==> src/fpadd_pkg.sv <==
`default_nettype none
package fpadd_pkg;
   localparam int unsigned WORD_W = 32;
   localparam int unsigned EXP_W  = 8;
   localparam int unsigned FRAC_W = 23;
   localparam int unsigned SIG_W  = 24;
   // Working significand: 24 bits plus guard, round and sticky, plus a carry bit.
   localparam int unsigned WORK_W = 28;
   localparam int unsigned LZC_W  = 5;
   localparam int unsigned STAT_W = 2;
   localparam logic [EXP_W-1:0]  EXP_MAX   = 8'hFF;
   localparam logic [WORD_W-1:0] QNAN_BITS = 32'h7FC0_0000;
   localparam logic [STAT_W-1:0] STAT_OK       = 2'd0;
   localparam logic [STAT_W-1:0] STAT_OVERFLOW = 2'd1;
   localparam logic [STAT_W-1:0] STAT_INVALID  = 2'd2;

   // Result of stage one, after operand ordering and alignment.
   typedef struct packed {
      logic              invalid;
      logic              sub;
      logic              sign;
      logic [EXP_W-1:0]  exp;
      logic [WORK_W-2:0] mx;
      logic [WORK_W-2:0] my;
   } align_type;

   // Result of stage two, after the add and the leading-zero count.
   typedef struct packed {
      logic              invalid;
      logic              zero;
      logic              sub;
      logic              sign;
      logic [EXP_W-1:0]  exp;
      logic [WORK_W-1:0] sum;
      logic [LZC_W-1:0]  lzc;
   } addsum_type;

   // Result of stage three, after normalization.
   typedef struct packed {
      logic              invalid;
      logic              zero;
      logic              sub;
      logic              sign;
      logic [EXP_W:0]    exp;
      logic [WORK_W-2:0] sum;
   } norm_type;
endpackage
`default_nettype wire

==> src/fpadd_align.sv <==
`default_nettype none
module fpadd_align (
   input  wire logic [fpadd_pkg::WORD_W-1:0] operand_a,
   input  wire logic [fpadd_pkg::WORD_W-1:0] operand_b,
   output fpadd_pkg::align_type              result
);
   import fpadd_pkg::*;

   logic [WORD_W-1:0] big, lesser;
   logic [EXP_W-1:0]  ex, ey, d;
   logic [WORK_W-2:0] mx, my, mask;
   logic              lost;

   always_comb begin
      mask = '0;
      lost = 1'b0;
      if (operand_a[WORD_W-2:0] >= operand_b[WORD_W-2:0]) begin
         big = operand_a; lesser = operand_b;
      end else begin
         big = operand_b; lesser = operand_a;
      end
      ex = big[WORD_W-2 -: EXP_W];
      ey = lesser[WORD_W-2 -: EXP_W];
      mx = {(ex != '0), big[FRAC_W-1:0], 3'b000};
      my = {(ey != '0), lesser[FRAC_W-1:0], 3'b000};
      if (ex == '0) ex = 8'd1;
      if (ey == '0) ey = 8'd1;
      d = ex - ey;
      if (d >= 8'(WORK_W-1)) begin
         my = {{(WORK_W-2){1'b0}}, (my != '0)};
      end else begin
         mask = ~({(WORK_W-1){1'b1}} << d[LZC_W-1:0]);
         lost = (my & mask) != '0;
         my   = (my >> d[LZC_W-1:0]) | {{(WORK_W-2){1'b0}}, lost};
      end
      result.invalid = (operand_a[WORD_W-2 -: EXP_W] == EXP_MAX) ||
                       (operand_b[WORD_W-2 -: EXP_W] == EXP_MAX);
      result.sub  = operand_a[WORD_W-1] ^ operand_b[WORD_W-1];
      result.sign = big[WORD_W-1];
      result.exp  = ex;
      result.mx   = mx;
      result.my   = my;
   end
endmodule
`default_nettype wire

==> src/fpadd_addlzc.sv <==
`default_nettype none
module fpadd_addlzc (
   input  wire fpadd_pkg::align_type op,
   output fpadd_pkg::addsum_type     result
);
   import fpadd_pkg::*;

   logic [WORK_W-1:0] sum;
   logic [LZC_W-1:0]  lz;
   logic              found;

   always_comb begin
      if (op.sub) sum = {1'b0, op.mx} - {1'b0, op.my};
      else        sum = {1'b0, op.mx} + {1'b0, op.my};
      lz = '0;
      found = 1'b0;
      // Leading zeros below the carry bit, counted from bit 26 down.
      for (int i = WORK_W-2; i >= 0; i--) begin
         if (!found && sum[i]) begin
            found = 1'b1;
            lz = LZC_W'(WORK_W-2-i);
         end
      end
      result.invalid = op.invalid;
      result.zero    = (sum == '0);
      result.sub     = op.sub;
      result.sign    = op.sign;
      result.exp     = op.exp;
      result.sum     = sum;
      result.lzc     = lz;
   end
endmodule
`default_nettype wire

==> src/fpadd_norm.sv <==
`default_nettype none
module fpadd_norm (
   input  wire fpadd_pkg::addsum_type op,
   output fpadd_pkg::norm_type        result
);
   import fpadd_pkg::*;

   logic [LZC_W-1:0] sh;

   always_comb begin
      result.invalid = op.invalid;
      result.zero    = op.zero;
      result.sub     = op.sub;
      result.sign    = op.sign;
      sh = '0;
      if (op.sum[WORK_W-1]) begin
         result.sum = op.sum[WORK_W-1:1] | {{(WORK_W-2){1'b0}}, op.sum[0]};
         result.exp = {1'b0, op.exp} + 9'd1;
      end else begin
         // The left shift stops where the exponent reaches one.
         if ({3'b000, op.lzc} < op.exp) sh = op.lzc;
         else sh = LZC_W'(op.exp - 8'd1);
         result.sum = op.sum[WORK_W-2:0] << sh;
         result.exp = {1'b0, op.exp} - {4'b0000, sh};
      end
   end
endmodule
`default_nettype wire

==> src/fpadd_round.sv <==
`default_nettype none
module fpadd_round (
   input  wire fpadd_pkg::norm_type          op,
   output logic [fpadd_pkg::WORD_W-1:0]      sum_bits,
   output logic [fpadd_pkg::STAT_W-1:0]      status
);
   import fpadd_pkg::*;

   logic [SIG_W-1:0]  sig;
   logic [SIG_W:0]    sig_r;
   logic              up;
   logic [WORD_W-1:0] bits;

   always_comb begin
      sig   = op.sum[WORK_W-2:3];
      up    = op.sum[2] && ((op.sum[1:0] != '0) || sig[0]);
      sig_r = {1'b0, sig} + {{SIG_W{1'b0}}, up};
      bits  = {op.exp - 9'd1, {FRAC_W{1'b0}}}
              + {{(WORD_W-SIG_W-1){1'b0}}, sig_r};
      if (op.invalid) begin
         sum_bits = QNAN_BITS;
         status   = STAT_INVALID;
      end else if (op.zero) begin
         sum_bits = op.sub ? '0 : {op.sign, {(WORD_W-1){1'b0}}};
         status   = STAT_OK;
      end else if (bits[WORD_W-1:FRAC_W] >= {1'b0, EXP_MAX}) begin
         sum_bits = {op.sign, EXP_MAX, {FRAC_W{1'b0}}};
         status   = STAT_OVERFLOW;
      end else begin
         sum_bits = {op.sign, bits[WORD_W-2:0]};
         status   = STAT_OK;
      end
   end
endmodule
`default_nettype wire

==> src/fp32_adder_round_nearest_even_core.sv <==
// Channel  | Direction | Payload
// req      | in        | req_operand_a, req_operand_b
// rsp      | out       | rsp_sum_bits, rsp_status
// Four register stages: align, add with leading-zero count, normalize, round.
// A req transfer reaches rsp valid through the align, add, normalize and round registers;
// one pair per cycle while rsp is not stalled. The pipeline advances whenever its last stage is empty or being taken.
// Reset clears all stage valid bits.
`default_nettype none
module fp32_adder_round_nearest_even_core (
   input  wire logic                             clock,
   input  wire logic                             reset,
   input  wire logic                             req_valid,
   output logic                                  req_stall,
   input  wire logic [fpadd_pkg::WORD_W-1:0]     req_operand_a,
   input  wire logic [fpadd_pkg::WORD_W-1:0]     req_operand_b,
   output logic                                  rsp_valid,
   input  wire logic                             rsp_stall,
   output logic [fpadd_pkg::WORD_W-1:0]          rsp_sum_bits,
   output logic [fpadd_pkg::STAT_W-1:0]          rsp_status
);
   import fpadd_pkg::*;

   align_type  s1_in, s1_ff;
   addsum_type s2_in, s2_ff;
   norm_type   s3_in, s3_ff;
   logic [WORD_W-1:0] sum_in, sum_ff;
   logic [STAT_W-1:0] stat_in, stat_ff;
   logic [3:0] valid_ff;
   logic       advance;

   assign advance   = !(valid_ff[3] && rsp_stall);
   assign req_stall = !advance;

   fpadd_align  u_align (.operand_a(req_operand_a), .operand_b(req_operand_b),
                         .result(s1_in));
   fpadd_addlzc u_add   (.op(s1_ff), .result(s2_in));
   fpadd_norm   u_norm  (.op(s2_ff), .result(s3_in));
   fpadd_round  u_round (.op(s3_ff), .sum_bits(sum_in), .status(stat_in));

   always_ff @(posedge clock) begin
      if (reset) begin
         valid_ff <= '0;
      end else if (advance) begin
         valid_ff <= {valid_ff[2:0], req_valid};
      end
      if (advance) begin
         s1_ff   <= s1_in;
         s2_ff   <= s2_in;
         s3_ff   <= s3_in;
         sum_ff  <= sum_in;
         stat_ff <= stat_in;
      end
   end

   assign rsp_valid    = valid_ff[3];
   assign rsp_sum_bits = sum_ff;
   assign rsp_status   = stat_ff;
endmodule
`default_nettype wire

==> config.mk <==
export PLATFORM = sky130hd
export DESIGN_NAME = fp32_adder_round_nearest_even_core
export DESIGN_NICKNAME = d
export VERILOG_FILES = /design/src/fpadd_pkg.sv /design/src/fpadd_align.sv /design/src/fpadd_addlzc.sv /design/src/fpadd_norm.sv /design/src/fpadd_round.sv /design/src/fp32_adder_round_nearest_even_core.sv
export SDC_FILE = /design/constraint.sdc
export NUM_CORES = 1
export LEC_CHECK = 0
export ABC_AREA = 1
export CAP_MARGIN = 20
export CELL_PAD_IN_SITES_DETAIL_PLACEMENT = 2
export CELL_PAD_IN_SITES_GLOBAL_PLACEMENT = 2
export CORE_MARGIN = 5
export CORE_UTILIZATION = 34
export CTS_CLUSTER_DIAMETER = 40
export CTS_CLUSTER_SIZE = 25
export DETAILED_ROUTE_END_ITERATION = 12
export DONT_BUFFER_PORTS = 1
export PLACE_DENSITY_LB_ADDON = 0.1
export SYNTH_ARGS = -nofsm -noshare
export SYNTH_HDL_FRONTEND = slang
export SYNTH_SLANG_ARGS = --single-unit
==> constraint.sdc <==
create_clock -name clock -period 5.61 [get_ports clock]
set_input_delay 0.561 -clock clock [delete_from_list [all_inputs] [get_ports clock]]
set_output_delay 0.561 -clock clock [all_outputs]
set_load 0.05 [all_outputs]
==> results of run 1 <==
-- power by group through the flow --
stage	Sequential, mW	Clock [mW]	Combinational [mW]
global route	2.82	1.26	4.73
finish	2.76	1.17	4.24
floorplan	2.66	0	2.79
CTS	2.78	1.20	4.22
global placement	2.77	0	4.03
detailed placement	2.81	0	4.19
-- cells in the mapped netlist (8+ instances only) --
library cell  number  area [sq um]
nand2_1          640          2400
inv_1            304          1140
o21ai_0          201          1010
edfxtp_1         181          5440
nor2_1           180           676
nand3_1          154           771
ha_1             106          1330
a21oi_1           93           465
nand4_1           44           275
clkbuf_1          43           161
xor2_1            39           342
nor3_1            30           150
or2_2             25           156
buf_2             17          85.1
o211ai_1          16           120
xnor2_1           13           114
nor4_1            11          68.8
o22ai_1           11          68.8
buf_1             10          37.5
nor2_2            10          62.6
nor3b_1           10          75.1
o21bai_1          10          75.1
a31oi_1            9          56.3
o221ai_1           9          78.8
o21a_1             8          60.1
-- registers in the layout, summed over array words and instances (netlist names) --
register / cells
valid_ff: 4
rsp_sum_bits: 32
s1_ff: 62
s2_ff: 45
s3_ff: 40
rsp_status: 2
-- how the worst max path moves through the flow --
stage / start / end / slack, ns / cells past startpoint
floorplan: req_operand_b[2] / s1_ff[13] / 0.33 / 36
finish: req_operand_b[10] / s1_ff[13] / 0.39 / 30
CTS: req_operand_b[12] / s1_ff[0] / 0.24 / 37
global route: req_operand_b[14] / s1_ff[13] / -0.007 / 32
global placement: req_operand_b[12] / s1_ff[5] / -0.05 / 33
detailed placement: req_operand_b[12] / s1_ff[0] / -0.25 / 37
-- through the flow --
| step | util | instances | setup slack [ns] | TNS (ns) |
|---|---|---|---|---|
| after global placement | 0.360 | 2829 | -0.0492 | -0.0880 |
| after detailed placement | 0.360 | 2829 | -0.254 | -2.18 |
| after global routing | 0.374 | 2867 | -0.00667 | -0.0147 |
| final | 0.374 | 2868 | 0.390 | 0 |
| after floorplan | - | 2253 | 0.326 | 0 |
| after CTS | 0.373 | 2860 | 0.244 | 0 |
-- area by class of cell --
type                       instances  area (sq um)  share of cell area
antenna                            1          2.50            0.000144
clock buffer                      17           425              0.0245
clock inverter                    14           136             0.00784
inverter                         308          1170              0.0671
multi-input combinational       1686          9000               0.517
sequential                       185          5520               0.317
tap                              607           759              0.0437
timing repair buffer              50           395              0.0227
-- kinds of logic after synthesis --
kind of cell,share of synthesized area
and+or+nand+nor,0.305
muxes,0.00440
DFF,0.346
xor gates and xnor gates,0.0286
adders and majority gates,0.0870
buffers and inverters,0.0923
AOI/OAI and AO/OA,0.136
-- what timing repair did --
item | in CTS | in global routing
hold buffers | 0 | 0
setup buffers | 0 | 6
endpoints found under the setup margin | 0 | 22
gates resized for setup | 0 | 11
-- routing by layer --
metal	part of all wire	GRT usage	vias to the layer above
met5	0	0	-
met3	0.020	0.0281	83
li1	-	-	7497
met4	0.047	0.109	0
met2	0.50	0.442	196
met1	0.43	0.299	7731
-- critical path, delay by kind of cell --
family                   cells  cell delay, ns
AO/OA/AOI/OAI                2            0.24
adder cells (fa/ha/maj)      3            1.04
buffers and inverters       11            1.30
AND/OR/NAND/NOR             14            2.36
==> flow_summary.yaml, run 1 <==
run_status:
  status: "finished clean"
finish:
  final_common_cell: "nand2_1"
  layout.nets: 2425
  layout_common_cells: "nand2_1, inv_1, o21ai_0"
  syn2layout_area_growth_pct: 9.17
  num-fill-cells: 5531
  drive_above_1_share: 0.0646
  final_cell_area_sq_um: 17400
yosys:
  ys_seq_area_frac: 0.346
  synth_edf_count: 181
  synth_fp_nets: 2430
  yosys_warnings: 0
  ys_ff_latch: 185
  synthCells: 2253
  avgSynthCellArea_sq_um: 7.07
  synth_flop_cell: "edfxtp_1"
  synth.distinct_cells: 56
  async_reset_ff_frac: 0
  synth_area_sq_um: 15900
clock_network:
  numCtsBuffers: 17
  cts-htree-levels: 4
  root_buffer: "clkbuf_16"
  clkTransAtPathRegs_ns: 0.07
  cts_tree: "yes"
  cts_buffer_depth: 2
  clk-insertion-delay-late_ns: 0.47
  cts_sinks: 185
global_route:
  track_usage: 0.247
  grt_first_pass_wirelength_mm: 97.3
  grt_pass1_vias: 16800
  antenna_found_initial: 0
  grt_max_degree: 137
  gr-total-overflow: 0
drt:
  firstDrtPassIters: 5
  ant_nets: 0
  avgViaCountPerCell: 5.41
  drtIter0Drc: 700
  drc: 0
  wl_per_cell_um: 22.0
  vias: 15500
  drt-total-wl_mm: 63.2
timing:
  finalSetupViolCount: 0
  max_slew_margin: 0.225
  fin_crit_ns: 5.22
  final-max-slew-violation-count: 0
  period_share: 0.930
  worst_hold_slack_ns: 0.153
  skew_ns: 0.0146
  tightest_slew_ns: 1.16
  hold_violations: 0
  max_freq_ghz: 0.192
critical_path:
  ff2ff_path_depth: 25
  critical-path-max-stage-delay_ns: 0.48
  arrival_ns: 5.51
  rr_endpoint: "s3_ff[35]"
  worstPathMaxFanout: 11
  r2r_slack_ns: 0.88
  end_kind: "flip-flop"
  crit_path_start_kind: "input pin"
  reg2reg_from: "s2_ff[34]"
  cpMostUsedCell: "inv_1"
  critical_path_class: "in -> reg"
  cp_slowest_cell: "fa_1"
  crit_required_ns: 5.90
power:
  swShare: 0.514
  sequentialPowerShare: 0.338
  p_int_mw: 3.97
  power_mw: 8.17
  p_sw_mw: 4.20
  power.leakage_nw: 7.90
  p_comb_frac: 0.519
  clkPwrFrac: 0.143
  p_per_area_nw_per_um2: 470
  ir_worst_vdd_mv: 0.307
placement:
  hpwl_mm: 52.9
  port_buffers: 0
  routabilityCongestion: 0.888
  dpl-instance-area_sq_um: 16700
job:
  drv_cap: 0
floorplan:
  die_w_um: 227
  dieArea_sq_um: 51300
  start_util: 0.343
  io_pins: 104
  die_h_um: 227
  core_area_sq_um: 46500
  rows: 79
worst_hold_path:
  min_from: "reset"
  hold_class: "in -> reg"
  hold_path_depth: 1
  worstHoldEndpoint: "valid_ff[2]"
(Power assumes the default switching activity.)
==> inputs of run 2 (changes only) <==
--- a/config.mk
+++ b/config.mk
@@ -10,12 +10,13 @@
 export CELL_PAD_IN_SITES_DETAIL_PLACEMENT = 2
 export CELL_PAD_IN_SITES_GLOBAL_PLACEMENT = 2
 export CORE_MARGIN = 5
-export CORE_UTILIZATION = 34
+export CORE_UTILIZATION = 40
 export CTS_CLUSTER_DIAMETER = 40
 export CTS_CLUSTER_SIZE = 25
 export DETAILED_ROUTE_END_ITERATION = 12
 export DONT_BUFFER_PORTS = 1
 export PLACE_DENSITY_LB_ADDON = 0.1
+export SKIP_CTS_REPAIR_TIMING = 1
 export SYNTH_ARGS = -nofsm -noshare
 export SYNTH_HDL_FRONTEND = slang
 export SYNTH_SLANG_ARGS = --single-unit
==> constraint.sdc (replaced) <==
create_clock -name clock -period 6.19 [get_ports clock]
set_input_delay 0.619 -clock clock [delete_from_list [all_inputs] [get_ports clock]]
set_output_delay 0.619 -clock clock [all_outputs]
set_load 0.05 [all_outputs]
==> run 2 against run 1 <==
Net effect: count of clock-buffer cells in the layout up 1; critical endpoint is now s1_ff[23]; largest cell class unchanged; combinational power down 8.0%; clock skew up 0.0021 ns; die area down 14%; non-clock buffer count down 15; routed wire length up 2.3%; critical path depth up 5.
==> flow_summary.yaml, run 2 (synthesized netlist as in run 1, its figures left out) <==
timing:
  tightest_slew_ns: 1.09
  skew_ns: 0.0167
  finalSetupViolCount: 0
  worst_slack_ns: 0.450
  period_share: 0.927
  worst_hold_slack_ns: 0.220
  fin_setup_tns_ns: 0
  fin_crit_ns: 5.74
  rsz0062_at_grt: "true"
  final-max-slew-violation-count: 0
  max_freq_ghz: 0.174
  hold_violations: 0
  max_slew_margin: 0.263
finish:
  largest_register: "s1_ff"
  utilization: 0.434
  drive_above_1_share: 0.0561
  layout_common_cells: "nand2_1, inv_1, o21ai_0"
  stdcell_count: 2771
  layout.nets: 2410
  syn2layout_area_growth_pct: 7.62
  final_common_cell: "nand2_1"
  final_cell_area_sq_um: 17200
  largest_reg_flops: 62
  largestRegisters: "s1_ff x62, s2_ff x45, s3_ff x40"
  n_antenna_cell: 0
critical_path:
  path_buf_inv: 10
  critical-path-max-stage-delay_ns: 0.38
  critical_path_class: "in -> reg"
  critPathTopFamily: "simple AND/OR/NAND/NOR gates"
  crit_required_ns: 6.47
  cpMostUsedCell: "inv_1"
  crit_path_start_kind: "input pin"
  worstPathMaxFanout: 11
  end_kind: "flip-flop"
  cp_slowest_cell: "nor3b_1"
  arrival_ns: 6.02
global_route:
  grt_max_degree: 122
  busiest_layer: "met2"
  grt_use_met2: 0.538
  track_usage: 0.292
  met1_usage: 0.334
  grt_use_met3: 0.0365
  grt_pass1_vias: 17400
  antenna_found_initial: 0
  grt_first_pass_wirelength_mm: 101
  gr-total-overflow: 0
clock_network:
  cts_tree: "yes"
  root_buffer: "clkbuf_16"
  cts_buffer_depth: 2
  cts_sinks: 185
  numCtsBuffers: 17
  cts-htree-levels: 4
  clkTransAtPathRegs_ns: 0.08
  clk-insertion-delay-late_ns: 0.46
power:
  power_mw: 7.51
  p_per_area_nw_per_um2: 438
  ir_worst_vdd_mv: 0.238
  power.leakage_nw: 7.84
placement:
  placed_cells: 2735
  routabilityCongestion: 0.950
  dpl-instance-area_sq_um: 16500
  port_buffers: 0
  hpwl_mm: 52.7
  dp_slack_ns: 0.0898
floorplan:
  dieArea_sq_um: 43900
  die_w_um: 210
  io_pins: 104
  start_util: 0.403
  die_h_um: 210
  core_area_sq_um: 39500
  rows: 73
job:
  drv_cap: 0
drt:
  vias: 15800
  firstDrtPassIters: 5
  drtIter0Drc: 720
  wl_per_cell_um: 23.3
  drt-total-wl_mm: 64.7
  drc: 0
  ant_nets: 0
  avgViaCountPerCell: 5.70
worst_hold_path:
  hold_class: "in -> reg"
run_status:
  status: "finished clean"
[run 2: worst paths after layout]
kind,startpoint,cells after the start,slack (ns),to
worst max register to register,s2_ff[34],26,1.31,s3_ff[34]
worst max-delay path,req_operand_b[30],35,0.45,s1_ff[23]
worst min register to register,s1_ff[56],0,0.42,s2_ff[35]
worst min-delay path,reset,1,0.22,valid_ff[1]
[run 2: cell type report]
type / count / area, sq um
Fill cell: 4770 / 22400
Multi-Input combinational cell: 1686 / 8990
Sequential cell: 185 / 5520
Inverter: 308 / 1160
Tap cell: 525 / 657
Clock buffer: 18 / 429
Timing Repair Buffer: 35 / 268
Clock inverter: 14 / 135
[run 2: worst register-to-register path, cell delays in order, from the launching register on]
cell,delay (ns)
edfxtp_1,0.38
inv_1,0.15
ha_1,0.31
o21ai_0,0.08
nand2_1,0.07
nand3_1,0.07
nand2_1,0.09
nand4_1,0.08
nand2_1,0.25
inv_1,0.11
or2_2,0.28
o21ai_1,0.17
buf_4,0.34
inv_1,0.13
ha_1,0.26
o21ai_0,0.21
a21oi_1,0.07
ha_1,0.38
a21oi_1,0.19
nand2_1,0.12
a21oi_1,0.15
inv_1,0.06
a21oi_1,0.25
nor2_1,0.07
o21ai_0,0.17
nand2_1,0.09
xor2_1,0.15
[run 2: power breakdown]
part	internal (mW)	switching, mW
Combinational	1.13	2.78
Sequential	1.91	0.615
Clock	0.534	0.549
[run 2: per-layer routing]
metal,wire length (um),vias up,part of all wire
met4,3450,0,0.053
met1,25900,7916,0.40
met3,1830,129,0.028
li1,-,7467,-
met2,33400,281,0.52
met5,0,-,0
==> inputs of run 3 (changes only) <==
--- a/config.mk
+++ b/config.mk
@@ -9,6 +9,7 @@
 export CAP_MARGIN = 20
 export CELL_PAD_IN_SITES_DETAIL_PLACEMENT = 2
 export CELL_PAD_IN_SITES_GLOBAL_PLACEMENT = 2
+export CORE_ASPECT_RATIO = 0.5
 export CORE_MARGIN = 5
 export CORE_UTILIZATION = 40
 export CTS_CLUSTER_DIAMETER = 40
==> run 3 against run 2 <==
Net effect: first-iteration DRC count grew 16%; largest cell class unchanged; largest power group unchanged; die area grew 0.55%; count of clock-buffer cells in the layout shrank 1; non-clock buffer count grew 1; hold slack lost 0.020 ns; highest routed layer unchanged; clock power grew 8%; sequential cell count is the same.
==> flow_summary.yaml, run 3 (synthesized netlist as in run 1, its figures left out) <==
critical_path:
  cpMostUsedCell: "inv_1"
  cp_slowest_cell: "fa_1"
  end_kind: "flip-flop"
  crit_required_ns: 6.42
  crit_path_start_kind: "input pin"
  critical_path_class: "in -> reg"
  worstPathMaxFanout: 24
  arrival_ns: 6.00
  critical-path-max-stage-delay_ns: 0.44
clock_network:
  clkTransAtPathRegs_ns: 0.09
  cts-htree-levels: 4
  clk-insertion-delay-late_ns: 0.48
  root_buffer: "clkbuf_16"
  cts_buffer_depth: 2
  cts_tree: "yes"
  numCtsBuffers: 17
  cts_sinks: 185
finish:
  final_common_cell: "nand2_1"
  layout.nets: 2411
  n_antenna_cell: 0
  largestRegisters: "s1_ff x62, s2_ff x45, s3_ff x40"
  utilization: 0.439
  drive_above_1_share: 0.0565
  largest_reg_flops: 62
  syn2layout_area_growth_pct: 7.76
  largest_register: "s1_ff"
  layout_common_cells: "nand2_1, inv_1, o21ai_0"
drt:
  drt-total-wl_mm: 64.4
  vias: 15900
  wl_per_cell_um: 23.2
  avgViaCountPerCell: 5.71
  firstDrtPassIters: 5
  drc: 0
  drtIter0Drc: 833
  ant_nets: 0
timing:
  final-max-slew-violation-count: 0
  rsz0062_at_grt: "false"
  max_slew_margin: 0.306
  fin_crit_ns: 5.77
  worst_slack_ns: 0.424
  finalSetupViolCount: 0
  skew_ns: 0.0117
  fin_setup_tns_ns: 0
  hold_violations: 0
  max_freq_ghz: 0.173
  period_share: 0.931
  tightest_slew_ns: 1.04
run_status:
  status: "finished clean"
global_route:
  grt_max_degree: 109
  track_usage: 0.290
  grt_first_pass_wirelength_mm: 99.9
  gr-total-overflow: 0
  antenna_found_initial: 1
  grt_pass1_vias: 17400
worst_hold_path:
  hold_class: "in -> reg"
placement:
  port_buffers: 0
  hpwl_mm: 50.2
  dp_slack_ns: 0.0768
  routabilityCongestion: 0.898
floorplan:
  dieArea_sq_um: 44200
  die_w_um: 292
  io_pins: 104
  core_area_sq_um: 39100
  rows: 51
  die_h_um: 151
  start_util: 0.407
power:
  p_per_area_nw_per_um2: 436
  ir_worst_vdd_mv: 0.204
  power.leakage_nw: 7.84
job:
  drv_cap: 0
[run 3: worst paths after layout]
| check | from | endpoint | slack, ns | cells after the start |
|---|---|---|---|---|
| max | req_operand_b[30] | s1_ff[0] | 0.42 | 32 |
| min | reset | valid_ff[2] | 0.20 | 1 |
| max reg2reg | s2_ff[34] | s3_ff[34] | 1.31 | 26 |
| min reg2reg | s2_ff[44] | s3_ff[39] | 0.43 | 0 |
[run 3: where the power goes]
| group | switching [mW] | internal (mW) | total (mW) |
|---|---|---|---|
| Clock | 0.594 | 0.572 | 1.17 |
| Combinational | 2.69 | 1.12 | 3.81 |
| Sequential | 0.603 | 1.91 | 2.51 |
[run 3: worst max-delay path: cells and delay by family]
kind / cells / cell delay (ns)
AO/OA/AOI/OAI: 3 / 0.34
adder cells (fa/ha/maj): 3 / 0.93
buffers and inverters: 8 / 0.91
AND/OR/NAND/NOR: 18 / 3.16
[run 3: per-stage QoR]
stage               cells  hold slack, ns  total power, mW  cell area (sq um)
floorplan            2253           0.400             4.93              15900
global placement     2743           0.402             5.96              16600
detailed placement   2743           0.413             6.22              16600
CTS                  2775           0.172             7.46              17200
global route         2777           0.178             7.97              17200
finish               2777           0.200             7.49              17200
[run 3: cell type report]
| class | instances | area [sq um] |
|---|---|---|
| timing repair buffer | 36 | 270 |
| clock inverter | 15 | 156 |
| tap | 530 | 663 |
| fill | 4667 | 21900 |
| multi-input combinational | 1686 | 8980 |
| sequential | 185 | 5520 |
| inverter | 308 | 1160 |
| clock buffer | 17 | 425 |
[run 3: per-layer routing]
metal | track usage | share of wire | up-vias
li1 | - | - | 7453
met4 | 0.0938 | 0.030 | 0
met2 | 0.541 | 0.50 | 347
met3 | 0.0385 | 0.036 | 107
met1 | 0.350 | 0.44 | 7948
met5 | 0 | 0 | -
